**config.mk**
```make
export PLATFORM = sky130hd
export DESIGN_NAME = sha256_hash_engine
export DESIGN_NICKNAME = d
export VERILOG_FILES = /design/src/hw/rtl/sha_pkg.sv /design/src/hw/rtl/sha_ram.sv /design/src/hw/rtl/sha_rnd.sv /design/src/hw/rtl/sha256_hash_engine.sv
export VERILOG_INCLUDE_DIRS = /design/src /design/src/hw/rtl
export SDC_FILE = /design/constraint.sdc
export NUM_CORES = 2
export LEC_CHECK = 0
export ABC_AREA = 0
export BUFFER_PORTS_ARGS = -buffer_cell sky130_fd_sc_hd__buf_4
export CORE_MARGIN = 3
export CORE_UTILIZATION = 30
export DETAILED_ROUTE_END_ITERATION = 10
export PLACE_DENSITY = 0.5
export RECOVER_POWER = 50
export SKIP_LAST_GASP = 1
export SLEW_MARGIN = 20
export SYNTH_ARGS = -nofsm -noshare
export SYNTH_HDL_FRONTEND = slang
export SYNTH_SLANG_ARGS = --single-unit
```
**constraint.sdc**
```tcl
create_clock -name clk -period 31.6 [get_ports clk]
set_input_delay 3.16 -clock clk [delete_from_list [all_inputs] [get_ports clk]]
set_output_delay 3.16 -clock clk [all_outputs]
set_load 0.03 [all_outputs]
```
**src/hw/rtl/sha256_hash_engine_defines.svh**
```systemverilog
// assertion macros for the sha256 hash engine
// used by sha256_hash_engine.sv, no other dependencies
`ifndef SHA256_HASH_ENGINE_DEFINES_SVH
`define SHA256_HASH_ENGINE_DEFINES_SVH
`ifndef NO_ASSERTIONS
`define SHA_ASSERT(lbl, clk, rst_n, prop) \
	lbl: assert property (@(posedge clk) disable iff (!rst_n) prop) \
		else $error("sha256 check failed");
`define SHA_ASSERT_ALWAYS(lbl, clk, prop) \
	lbl: assert property (@(posedge clk) prop) else $error("sha256 check failed");
`else
`define SHA_ASSERT(lbl, clk, rst_n, prop)
`define SHA_ASSERT_ALWAYS(lbl, clk, prop)
`endif
`endif

```
**src/hw/rtl/sha_pkg.sv**
```systemverilog
// shared types, constants and functions of the sha256 hash engine
// no dependencies
`default_nettype none
package sha_pkg;
	typedef logic [31:0] word_t;
	typedef logic [7:0][31:0] hash_t;

	localparam hash_t INIT_HASH = {
		32'h5be0cd19, 32'h1f83d9ab, 32'h9b05688c, 32'h510e527f,
		32'ha54ff53a, 32'h3c6ef372, 32'hbb67ae85, 32'h6a09e667};

	localparam logic [7:0] PAD_BYTE = 8'h80;
	localparam logic [5:0] LEN_POS = 6'd56;
	localparam logic [5:0] LAST_POS = 6'h3F;
	localparam logic [5:0] LAST_ROUND = 6'd63;

	// round constants
	function automatic word_t round_k(input logic [5:0] i);
		word_t k;
		case (i)
			6'd0: k = 32'h428a2f98; 6'd1: k = 32'h71374491; 6'd2: k = 32'hb5c0fbcf;
			6'd3: k = 32'he9b5dba5; 6'd4: k = 32'h3956c25b; 6'd5: k = 32'h59f111f1;
			6'd6: k = 32'h923f82a4; 6'd7: k = 32'hab1c5ed5; 6'd8: k = 32'hd807aa98;
			6'd9: k = 32'h12835b01; 6'd10: k = 32'h243185be; 6'd11: k = 32'h550c7dc3;
			6'd12: k = 32'h72be5d74; 6'd13: k = 32'h80deb1fe; 6'd14: k = 32'h9bdc06a7;
			6'd15: k = 32'hc19bf174; 6'd16: k = 32'he49b69c1; 6'd17: k = 32'hefbe4786;
			6'd18: k = 32'h0fc19dc6; 6'd19: k = 32'h240ca1cc; 6'd20: k = 32'h2de92c6f;
			6'd21: k = 32'h4a7484aa; 6'd22: k = 32'h5cb0a9dc; 6'd23: k = 32'h76f988da;
			6'd24: k = 32'h983e5152; 6'd25: k = 32'ha831c66d; 6'd26: k = 32'hb00327c8;
			6'd27: k = 32'hbf597fc7; 6'd28: k = 32'hc6e00bf3; 6'd29: k = 32'hd5a79147;
			6'd30: k = 32'h06ca6351; 6'd31: k = 32'h14292967; 6'd32: k = 32'h27b70a85;
			6'd33: k = 32'h2e1b2138; 6'd34: k = 32'h4d2c6dfc; 6'd35: k = 32'h53380d13;
			6'd36: k = 32'h650a7354; 6'd37: k = 32'h766a0abb; 6'd38: k = 32'h81c2c92e;
			6'd39: k = 32'h92722c85; 6'd40: k = 32'ha2bfe8a1; 6'd41: k = 32'ha81a664b;
			6'd42: k = 32'hc24b8b70; 6'd43: k = 32'hc76c51a3; 6'd44: k = 32'hd192e819;
			6'd45: k = 32'hd6990624; 6'd46: k = 32'hf40e3585; 6'd47: k = 32'h106aa070;
			6'd48: k = 32'h19a4c116; 6'd49: k = 32'h1e376c08; 6'd50: k = 32'h2748774c;
			6'd51: k = 32'h34b0bcb5; 6'd52: k = 32'h391c0cb3; 6'd53: k = 32'h4ed8aa4a;
			6'd54: k = 32'h5b9cca4f; 6'd55: k = 32'h682e6ff3; 6'd56: k = 32'h748f82ee;
			6'd57: k = 32'h78a5636f; 6'd58: k = 32'h84c87814; 6'd59: k = 32'h8cc70208;
			6'd60: k = 32'h90befffa; 6'd61: k = 32'ha4506ceb; 6'd62: k = 32'hbef9a3f7;
			6'd63: k = 32'hc67178f2;
			default: k = '0;
		endcase
		return k;
	endfunction

	function automatic word_t rotr(input word_t x, input int unsigned n);
		return (x >> n) | (x << (32 - n));
	endfunction
endpackage
`default_nettype wire

```
**src/hw/rtl/sha_ram.sv**
```systemverilog
// generic single write port, single read port ram with registered read
// no dependencies
`default_nettype none
module sha_ram #(
	parameter int WIDTH = 32,
	parameter int DEPTH = 16
) (
	input  wire logic                     clk,
	input  wire logic                     we,
	input  wire logic [$clog2(DEPTH)-1:0] waddr,
	input  wire logic [WIDTH-1:0]         wdata,
	input  wire logic [$clog2(DEPTH)-1:0] raddr,
	output logic      [WIDTH-1:0]         rdata
);
	logic [WIDTH-1:0] mem [DEPTH];

	// write and registered read
	always_ff @(posedge clk) begin
		if (we) begin
			mem[waddr] <= wdata;
		end
		rdata <= mem[raddr];
	end
endmodule
`default_nettype wire

```
**src/hw/rtl/sha_rnd.sv**
```systemverilog
// one sha256 round plus the message schedule word for that round
// depends on sha_pkg
`default_nettype none
module sha_rnd (
	input  wire sha_pkg::hash_t vars,
	input  wire sha_pkg::word_t w16,
	input  wire sha_pkg::word_t w15,
	input  wire sha_pkg::word_t w7,
	input  wire sha_pkg::word_t w2,
	input  wire sha_pkg::word_t ram_word,
	input  wire logic [5:0]     round,
	output sha_pkg::word_t      w_cur,
	output sha_pkg::hash_t      vars_next
);
	sha_pkg::word_t s0, s1, t1, t2, a, b, c, d, e, f, g, h;

	// schedule word: from the buffer for the first sixteen rounds
	always_comb begin
		s0 = sha_pkg::rotr(w15, 7) ^ sha_pkg::rotr(w15, 18) ^ (w15 >> 3);
		s1 = sha_pkg::rotr(w2, 17) ^ sha_pkg::rotr(w2, 19) ^ (w2 >> 10);
		w_cur = (round[5:4] == 2'b00) ? ram_word : (w16 + s0 + w7 + s1);
	end

	// compression round
	always_comb begin
		a = vars[0]; b = vars[1]; c = vars[2]; d = vars[3];
		e = vars[4]; f = vars[5]; g = vars[6]; h = vars[7];
		t1 = h + (sha_pkg::rotr(e, 6) ^ sha_pkg::rotr(e, 11) ^ sha_pkg::rotr(e, 25))
			+ ((e & f) ^ (~e & g)) + sha_pkg::round_k(round) + w_cur;
		t2 = (sha_pkg::rotr(a, 2) ^ sha_pkg::rotr(a, 13) ^ sha_pkg::rotr(a, 22))
			+ ((a & b) ^ (a & c) ^ (b & c));
		vars_next = {g, f, e, d + t1, c, b, a, t1 + t2};
	end
endmodule
`default_nettype wire

```
**src/hw/rtl/sha256_hash_engine.sv**
```systemverilog
// sha256 hash engine top level: byte intake, padding, compression sequencer
// depends on sha_pkg, sha_ram, sha_rnd and sha256_hash_engine_defines.svh
//
// A message byte is taken only in the idle state. Each full 64-byte block is then
// compressed: a buffer read ahead, 64 rounds at one round per cycle, a chaining
// add, during which no transaction is taken. An end-of-message transaction brings
// the pad and length bytes (9 to 72), one per cycle, then one or two compressions
// and eight output transactions, one per cycle when the consumer keeps ready high.
// The block buffer is a 16x32 ram; the round unit is the limit on throughput.
`default_nettype none
`include "sha256_hash_engine_defines.svh"
module sha256_hash_engine (
	input  wire logic        clk,
	input  wire logic        arst_n,
	input  wire logic        in_valid,
	output logic             in_ready,
	input  wire logic        has_byte,
	input  wire logic [7:0]  data_byte,
	input  wire logic        end_of_message,
	output logic             out_valid,
	input  wire logic        out_ready,
	output logic      [31:0] digest_word,
	output logic      [2:0]  word_index,
	output logic             last_word
);
	typedef enum logic [2:0] {S_IDLE, S_PAD, S_LOAD, S_ROUND, S_FINAL, S_OUT} state_t;

	state_t          state_q;
	sha_pkg::hash_t  chain_q, vars_q, vars_next;
	logic [15:0][31:0] win_q;
	logic [5:0]      pos_q, round_q;
	logic [63:0]     bits_q, len_q;
	logic [23:0]     part_q;
	logic            pad_q, first_q, len_ph_q;
	logic [2:0]      idx_q;
	logic            dv_q;

	logic            put;
	logic [7:0]      put_byte;
	logic            we;
	logic [3:0]      raddr;
	sha_pkg::word_t  rdata, w_cur;
	logic            out_load;

	assign in_ready = (state_q == S_IDLE);
	assign out_valid = dv_q;
	assign out_load = (state_q == S_OUT) && (!dv_q || out_ready);

	// byte to place in the buffer this cycle
	always_comb begin
		put = 1'b0;
		put_byte = data_byte;
		if (state_q == S_IDLE) begin
			put = in_valid && has_byte;
		end else if (state_q == S_PAD) begin
			put = 1'b1;
			if (first_q) begin
				put_byte = sha_pkg::PAD_BYTE;
			end else if (len_ph_q || pos_q == sha_pkg::LEN_POS) begin
				put_byte = len_q[{~pos_q[2:0], 3'b000} +: 8];
			end else begin
				put_byte = 8'h00;
			end
		end
	end

	assign we = put && (pos_q[1:0] == 2'b11);
	assign raddr = (state_q == S_LOAD) ? 4'd0 : (round_q[3:0] + 4'd1);

	// block buffer
	sha_ram #(.WIDTH(32), .DEPTH(16)) u_buf (
		.clk   (clk),
		.we    (we),
		.waddr (pos_q[5:2]),
		.wdata ({part_q, put_byte}),
		.raddr (raddr),
		.rdata (rdata)
	);

	// round unit
	sha_rnd u_rnd (
		.vars      (vars_q),
		.w16       (win_q[0]),
		.w15       (win_q[1]),
		.w7        (win_q[9]),
		.w2        (win_q[14]),
		.ram_word  (rdata),
		.round     (round_q),
		.w_cur     (w_cur),
		.vars_next (vars_next)
	);

	// sequencer, buffer position and output register
	always_ff @(posedge clk or negedge arst_n) begin
		if (!arst_n) begin
			state_q <= S_IDLE;
			chain_q <= sha_pkg::INIT_HASH;
			pos_q <= '0;
			bits_q <= '0;
			round_q <= '0;
			pad_q <= 1'b0;
			first_q <= 1'b0;
			len_ph_q <= 1'b0;
			idx_q <= '0;
			dv_q <= 1'b0;
		end else begin
			// output word taken and no new word loaded behind it
			if (dv_q && out_ready && !out_load) begin
				dv_q <= 1'b0;
			end
			if (put) begin
				part_q <= {part_q[15:0], put_byte};
				pos_q <= pos_q + 6'd1;
			end
			case (state_q)
				S_IDLE: begin
					if (in_valid) begin
						if (has_byte) begin
							bits_q <= bits_q + 64'd8;
						end
						if (end_of_message) begin
							len_q <= has_byte ? bits_q + 64'd8 : bits_q;
							pad_q <= 1'b1;
							first_q <= 1'b1;
							len_ph_q <= 1'b0;
						end
						if (has_byte && pos_q == sha_pkg::LAST_POS) begin
							state_q <= S_LOAD;
						end else if (end_of_message) begin
							state_q <= S_PAD;
						end
					end
				end
				S_PAD: begin
					first_q <= 1'b0;
					if (!first_q && (len_ph_q || pos_q == sha_pkg::LEN_POS)) begin
						len_ph_q <= 1'b1;
					end
					if (pos_q == sha_pkg::LAST_POS) begin
						state_q <= S_LOAD;
					end
				end
				S_LOAD: begin
					vars_q <= chain_q;
					round_q <= '0;
					state_q <= S_ROUND;
				end
				S_ROUND: begin
					vars_q <= vars_next;
					win_q <= {w_cur, win_q[15:1]};
					round_q <= round_q + 6'd1;
					if (round_q == sha_pkg::LAST_ROUND) begin
						state_q <= S_FINAL;
					end
				end
				S_FINAL: begin
					for (int i = 0; i < 8; i++) begin
						chain_q[i] <= chain_q[i] + vars_q[i];
					end
					if (len_ph_q) begin
						idx_q <= '0;
						state_q <= S_OUT;
					end else if (pad_q) begin
						state_q <= S_PAD;
					end else begin
						state_q <= S_IDLE;
					end
				end
				S_OUT: begin
					if (out_load) begin
						dv_q <= 1'b1;
						digest_word <= chain_q[idx_q];
						word_index <= idx_q;
						last_word <= (idx_q == 3'd7);
						idx_q <= idx_q + 3'd1;
						if (idx_q == 3'd7) begin
							chain_q <= sha_pkg::INIT_HASH;
							pos_q <= '0;
							bits_q <= '0;
							pad_q <= 1'b0;
							len_ph_q <= 1'b0;
							state_q <= S_IDLE;
						end
					end
				end
				default: begin
					state_q <= S_IDLE;
				end
			endcase
		end
	end

	// the buffer is never written while a compression reads it
	`SHA_ASSERT(a_no_write_in_rounds, clk, arst_n, (state_q != S_IDLE && state_q != S_PAD) |-> !we)
	// the last digest word leaves the engine back at the start of a message
	`SHA_ASSERT(a_reinit, clk, arst_n, (out_load && idx_q == 3'd7) |=> (state_q == S_IDLE && bits_q == '0))
	// a compression only starts on a full block
	`SHA_ASSERT(a_load_on_full_block, clk, arst_n, (state_q == S_LOAD) |-> (pos_q == 6'd0))
	// output words only come out while the engine drains a digest or just after
	`SHA_ASSERT(a_out_from_drain, clk, arst_n, $rose(out_valid) |-> ($past(state_q) == S_OUT))
endmodule
`default_nettype wire

```
==> results by group <==
Synth
  • Syn_area_per_cell: 11.41 um2
  • Net Count, Synth: 8855
  • Area contributors post-synth: sky130_fd_sc_hd__edfxtp_1 45%, sky130_fd_sc_hd__dfrtp_1 5.4%, sky130_fd_sc_hd__ha_1 5.2%, sky130_fd_sc_hd__nand2_1 5.2%, sky130_fd_sc_hd__fa_1 4.1%
  • Synth warn: 0
  • Top cell type's share of synthesized area: 0.4467
  • Register area share after synthesis: 0.5454
  • Synthesized instance count: 8251
  • Proportion of synthesized flip-flops having asynchronous set or reset: 0.1913
  • Main synth FF type: sky130_fd_sc_hd__edfxtp_1
  • Area leader, netlist: sky130_fd_sc_hd__edfxtp_1
  • Netlist area before placement: 94180 um2
  • Synthesized flop and latch total: 1772
  • Count of distinct cell types in the synthesized netlist: 110
  • EDFF count, synth: 1401

GRT
  • Wire length of the first global-routing pass: 442400 um
  • Vias in the first global route: 63640
  • Initial antenna violation count: 8
  • GRT Total Usage: 0.1830
  • Pin count of the biggest net entering global routing: 192
  • Overall overflow remaining after global route: 0

Layout
  • Number of fill cells in the layout: 31040
  • Post-layout net count: 8809
  • Layout cell share with drive strength beyond 1: 0.09204
  • Area growth syn-to-layout: 12.34%

Setup path
  • Required @ worst endpoint: 30.44 ns
  • Worst-case register-to-register setup slack: 17.74 ns
  • R2r startpoint: round_q[2]
  • Critical path peak fanout: 128
  • End point of the critical path: chain_q[136]
  • Sort of element at the end of the critical path: asynchronous set/reset pin
  • Setup crit start kind: input port
  • Arrival time at the worst endpoint: 14.25 ns
  • Worst R2R End: vars_q[30]
  • Startpoint-to-endpoint class of the critical path: input port to asynchronous set/reset pin
  • Depth of the most critical reg-to-reg path: 36
  • Start point of the critical path: arst_n

Place
  • Count of buffers from port buffering: 51
  • Half-perimeter wire length after placement: 204300 um
  • Weighted congestion reported at the end of routability-driven placement: 0.9217

STA
  • Period Utilization, post-route: 0.4876
  • Relative slew slack: -5.061
  • Clock skew after layout: 0.1004 ns
  • Highest achievable clock rate: 64.91 MHz
  • Hold violation total from the final report: 0
  • Finish-stage setup viols: 0
  • RSZ-0062 raised after global routing: no
  • Final min period: 15.41 ns
  • Slew at the pin closest to its max-slew limit: 9.091 ns
  • Fin Setup TNS: 0 ns
  • Final slew viol count: 1636

Detailed routing
  • Total iterations of the first detailed-routing run: 6
  • DRC violations left: 0
  • Average wire per standard cell: 24.06 um
  • Avg Vias per Cell: 5.180
  • Via Count: 64870
  • Number of antenna-violating nets in the routed design: 0
  • Final wirelength: 301200 um
  • Number of design-rule violations left by the first detailed-router iteration: 5864

Clock network
  • CTS Buf Count: 199
  • Clk Tree Root Cell: sky130_fd_sc_hd__clkbuf_16
  • Clock latency on the worst-skew pair: 0.90 ns
  • TritonCTS clock tree: built
  • CTS-repair resized insts: 0
  • Post-CTS setup buffers: 0
  • Clock H-tree levels: 4
  • Register clock-pin slew on the reported worst setup and hold paths: 0.06 ns
  • Number of buffers inserted for hold repair after clock tree synthesis: 0
  • Clock Sinks: 1772
  • Maximum buffer depth of the clock tree: 3

Run
  • Number of max-cap violations: 35

Hold path
  • Worst hold path type: register to register

Floorplan
  • Die span in y: 566.3 um
  • Horizontal extent of the die: 566.3 um
  • Die Outline Area: 320700 um2
  • Starting density of the core: 0.3017
  • Placeable Area: 312200 um2
  • Std-Cell Rows: 205
  • Total I/O pin count: 52

Outcome
  • Violations in the final reports: capacitance limit, slew limit
  • Result of the run: finished with violations
layer usage:
metal | track usage | up-vias | wire length, um | share of wire
met5 | 0 | - | 0 | 0
met4 | 0.04696 | 0 | 7201 | 0.024
met3 | 0.02843 | 354 | 17200 | 0.057
met2 | 0.2856 | 1832 | 136400 | 0.45
met1 | 0.2641 | 32890 | 140400 | 0.47
li1 | - | 29790 | - | -
sequential cells by signal, indices dropped and copies added, names as in the netlist, 3 cells and up:
name,count
vars_q,256
len_q,61
win_q,512
bits_q,61
chain_q,256
u_buf.mem,512
digest_word,32
u_buf.rdata,32
part_q,24
idx_q,3
round_q,6
word_index,3
pos_q,6
state_q,3
cell type report:
class	count	area, um2	area share
Inverter	377	1415	0.01338
Sequential cell	1772	51370	0.4856
Multi-Input combinational cell	5700	40040	0.3785
Antenna cell	5	12.51	0.0001183
Clock inverter	104	1247	0.01179
Tap cell	4140	5180	0.04896
Clock buffer	269	5383	0.05088
Timing Repair Buffer	155	1145	0.01082
placed cells by master, fill, tap and decap left out, drive strengths merged, types with 17 or more instances in the layout:
cell | synthesis | routed
a21oi | 538 | 538
or2 | 20 | 20
a21o | 169 | 169
clkbuf | 361 | 300
a31oi | 117 | 117
mux2i | 17 | 17
dfrtp | 203 | 203
xnor2 | 375 | 375
dfstp | 136 | 136
maj3 | 19 | 19
dfxtp | 32 | 32
o21ai | 483 | 483
xor2 | 258 | 258
nand2 | 1318 | 1318
o211ai | 31 | 31
fa | 195 | 195
nor3 | 106 | 106
nor2 | 436 | 436
buf | 41 | 124
mux4 | 83 | 83
and3 | 42 | 42
or3 | 32 | 32
o31ai | 59 | 59
nor2b | 52 | 52
edfxtp | 1401 | 1401
and2 | 21 | 21
a211oi | 78 | 78
o21a | 62 | 62
a22o | 19 | 19
inv | 375 | 381
mux2 | 66 | 66
o21bai | 59 | 59
nand3 | 106 | 106
ha | 395 | 395
nand4 | 42 | 42
nand2b | 70 | 70
a311oi | 72 | 72
clkinv | 2 | 75
o22ai | 139 | 139
Yosys cell counts, types with 30 or more instances:
cell	count
sky130_fd_sc_hd__edfxtp_1	1401
sky130_fd_sc_hd__nand2_1	1316
sky130_fd_sc_hd__mux2_2	66
sky130_fd_sc_hd__dfxtp_1	32
sky130_fd_sc_hd__o21ai_0	459
sky130_fd_sc_hd__xnor2_1	375
sky130_fd_sc_hd__o31ai_1	59
sky130_fd_sc_hd__a21oi_1	535
sky130_fd_sc_hd__nor2_1	434
sky130_fd_sc_hd__ha_1	395
sky130_fd_sc_hd__clkbuf_1	361
sky130_fd_sc_hd__o21bai_1	59
sky130_fd_sc_hd__dfrtp_1	203
sky130_fd_sc_hd__nand4_1	40
sky130_fd_sc_hd__mux4_2	83
sky130_fd_sc_hd__buf_1	35
sky130_fd_sc_hd__nor2b_1	51
sky130_fd_sc_hd__nor3_1	103
sky130_fd_sc_hd__or3_1	30
sky130_fd_sc_hd__and3_1	41
sky130_fd_sc_hd__o211ai_1	31
sky130_fd_sc_hd__fa_1	195
sky130_fd_sc_hd__xor2_1	258
sky130_fd_sc_hd__a21o_1	168
sky130_fd_sc_hd__a211oi_1	76
sky130_fd_sc_hd__a31oi_1	115
sky130_fd_sc_hd__nand3_1	105
sky130_fd_sc_hd__o21a_1	61
sky130_fd_sc_hd__nand2b_1	70
sky130_fd_sc_hd__o22ai_1	139
sky130_fd_sc_hd__inv_1	374
sky130_fd_sc_hd__dfstp_2	136
sky130_fd_sc_hd__a311oi_1	72
kinds of logic after synthesis:
logic type	after synthesis	share of synthesized area
AOI/OAI and AO/OA	1996	0.1339
adders and majority gates	609	0.09595
DFF	1772	0.5454
xor gates and xnor gates	634	0.05911
buffers and inverters	779	0.03123
muxes	166	0.02955
and+or+nand+nor	2295	0.1048
critical path, cell delays in order:
cell	delay (ns)
sky130_fd_sc_hd__clkbuf_1	2.49
sky130_fd_sc_hd__clkbuf_1	2.28
sky130_fd_sc_hd__clkbuf_1	5.98
metrics by stage:
stage	area [um2]	hold WS (ns)	utilization	worst slack, ns	std cells
floorplan	94180	0.4003	-	5.914	8251
global placement	99330	0.4003	0.3182	20.70	12140
detailed placement	99340	0.4045	0.3182	20.73	12140
CTS	106000	0.3558	0.3395	20.68	12520
global route	105800	0.3631	0.3389	14.25	12520
finish	105800	0.3642	0.3389	16.19	12520
how the worst min path moves through the flow:
stage	startpoint	end	slack [ns]	cells after the start
5_1_grt	win_q[202]	win_q[170]	0.36	0
4_1_cts	win_q[202]	win_q[170]	0.36	0
3_5_place_dp	win_q[148]	win_q[116]	0.40	0
6_report	win_q[200]	win_q[168]	0.36	0
2_1_floorplan	win_q[132]	win_q[100]	0.40	0
3_3_place_gp	win_q[323]	win_q[291]	0.40	0
Power is not shown: default switching activity piles up to over one toggle a cycle in this logic, so the estimate is an artifact.
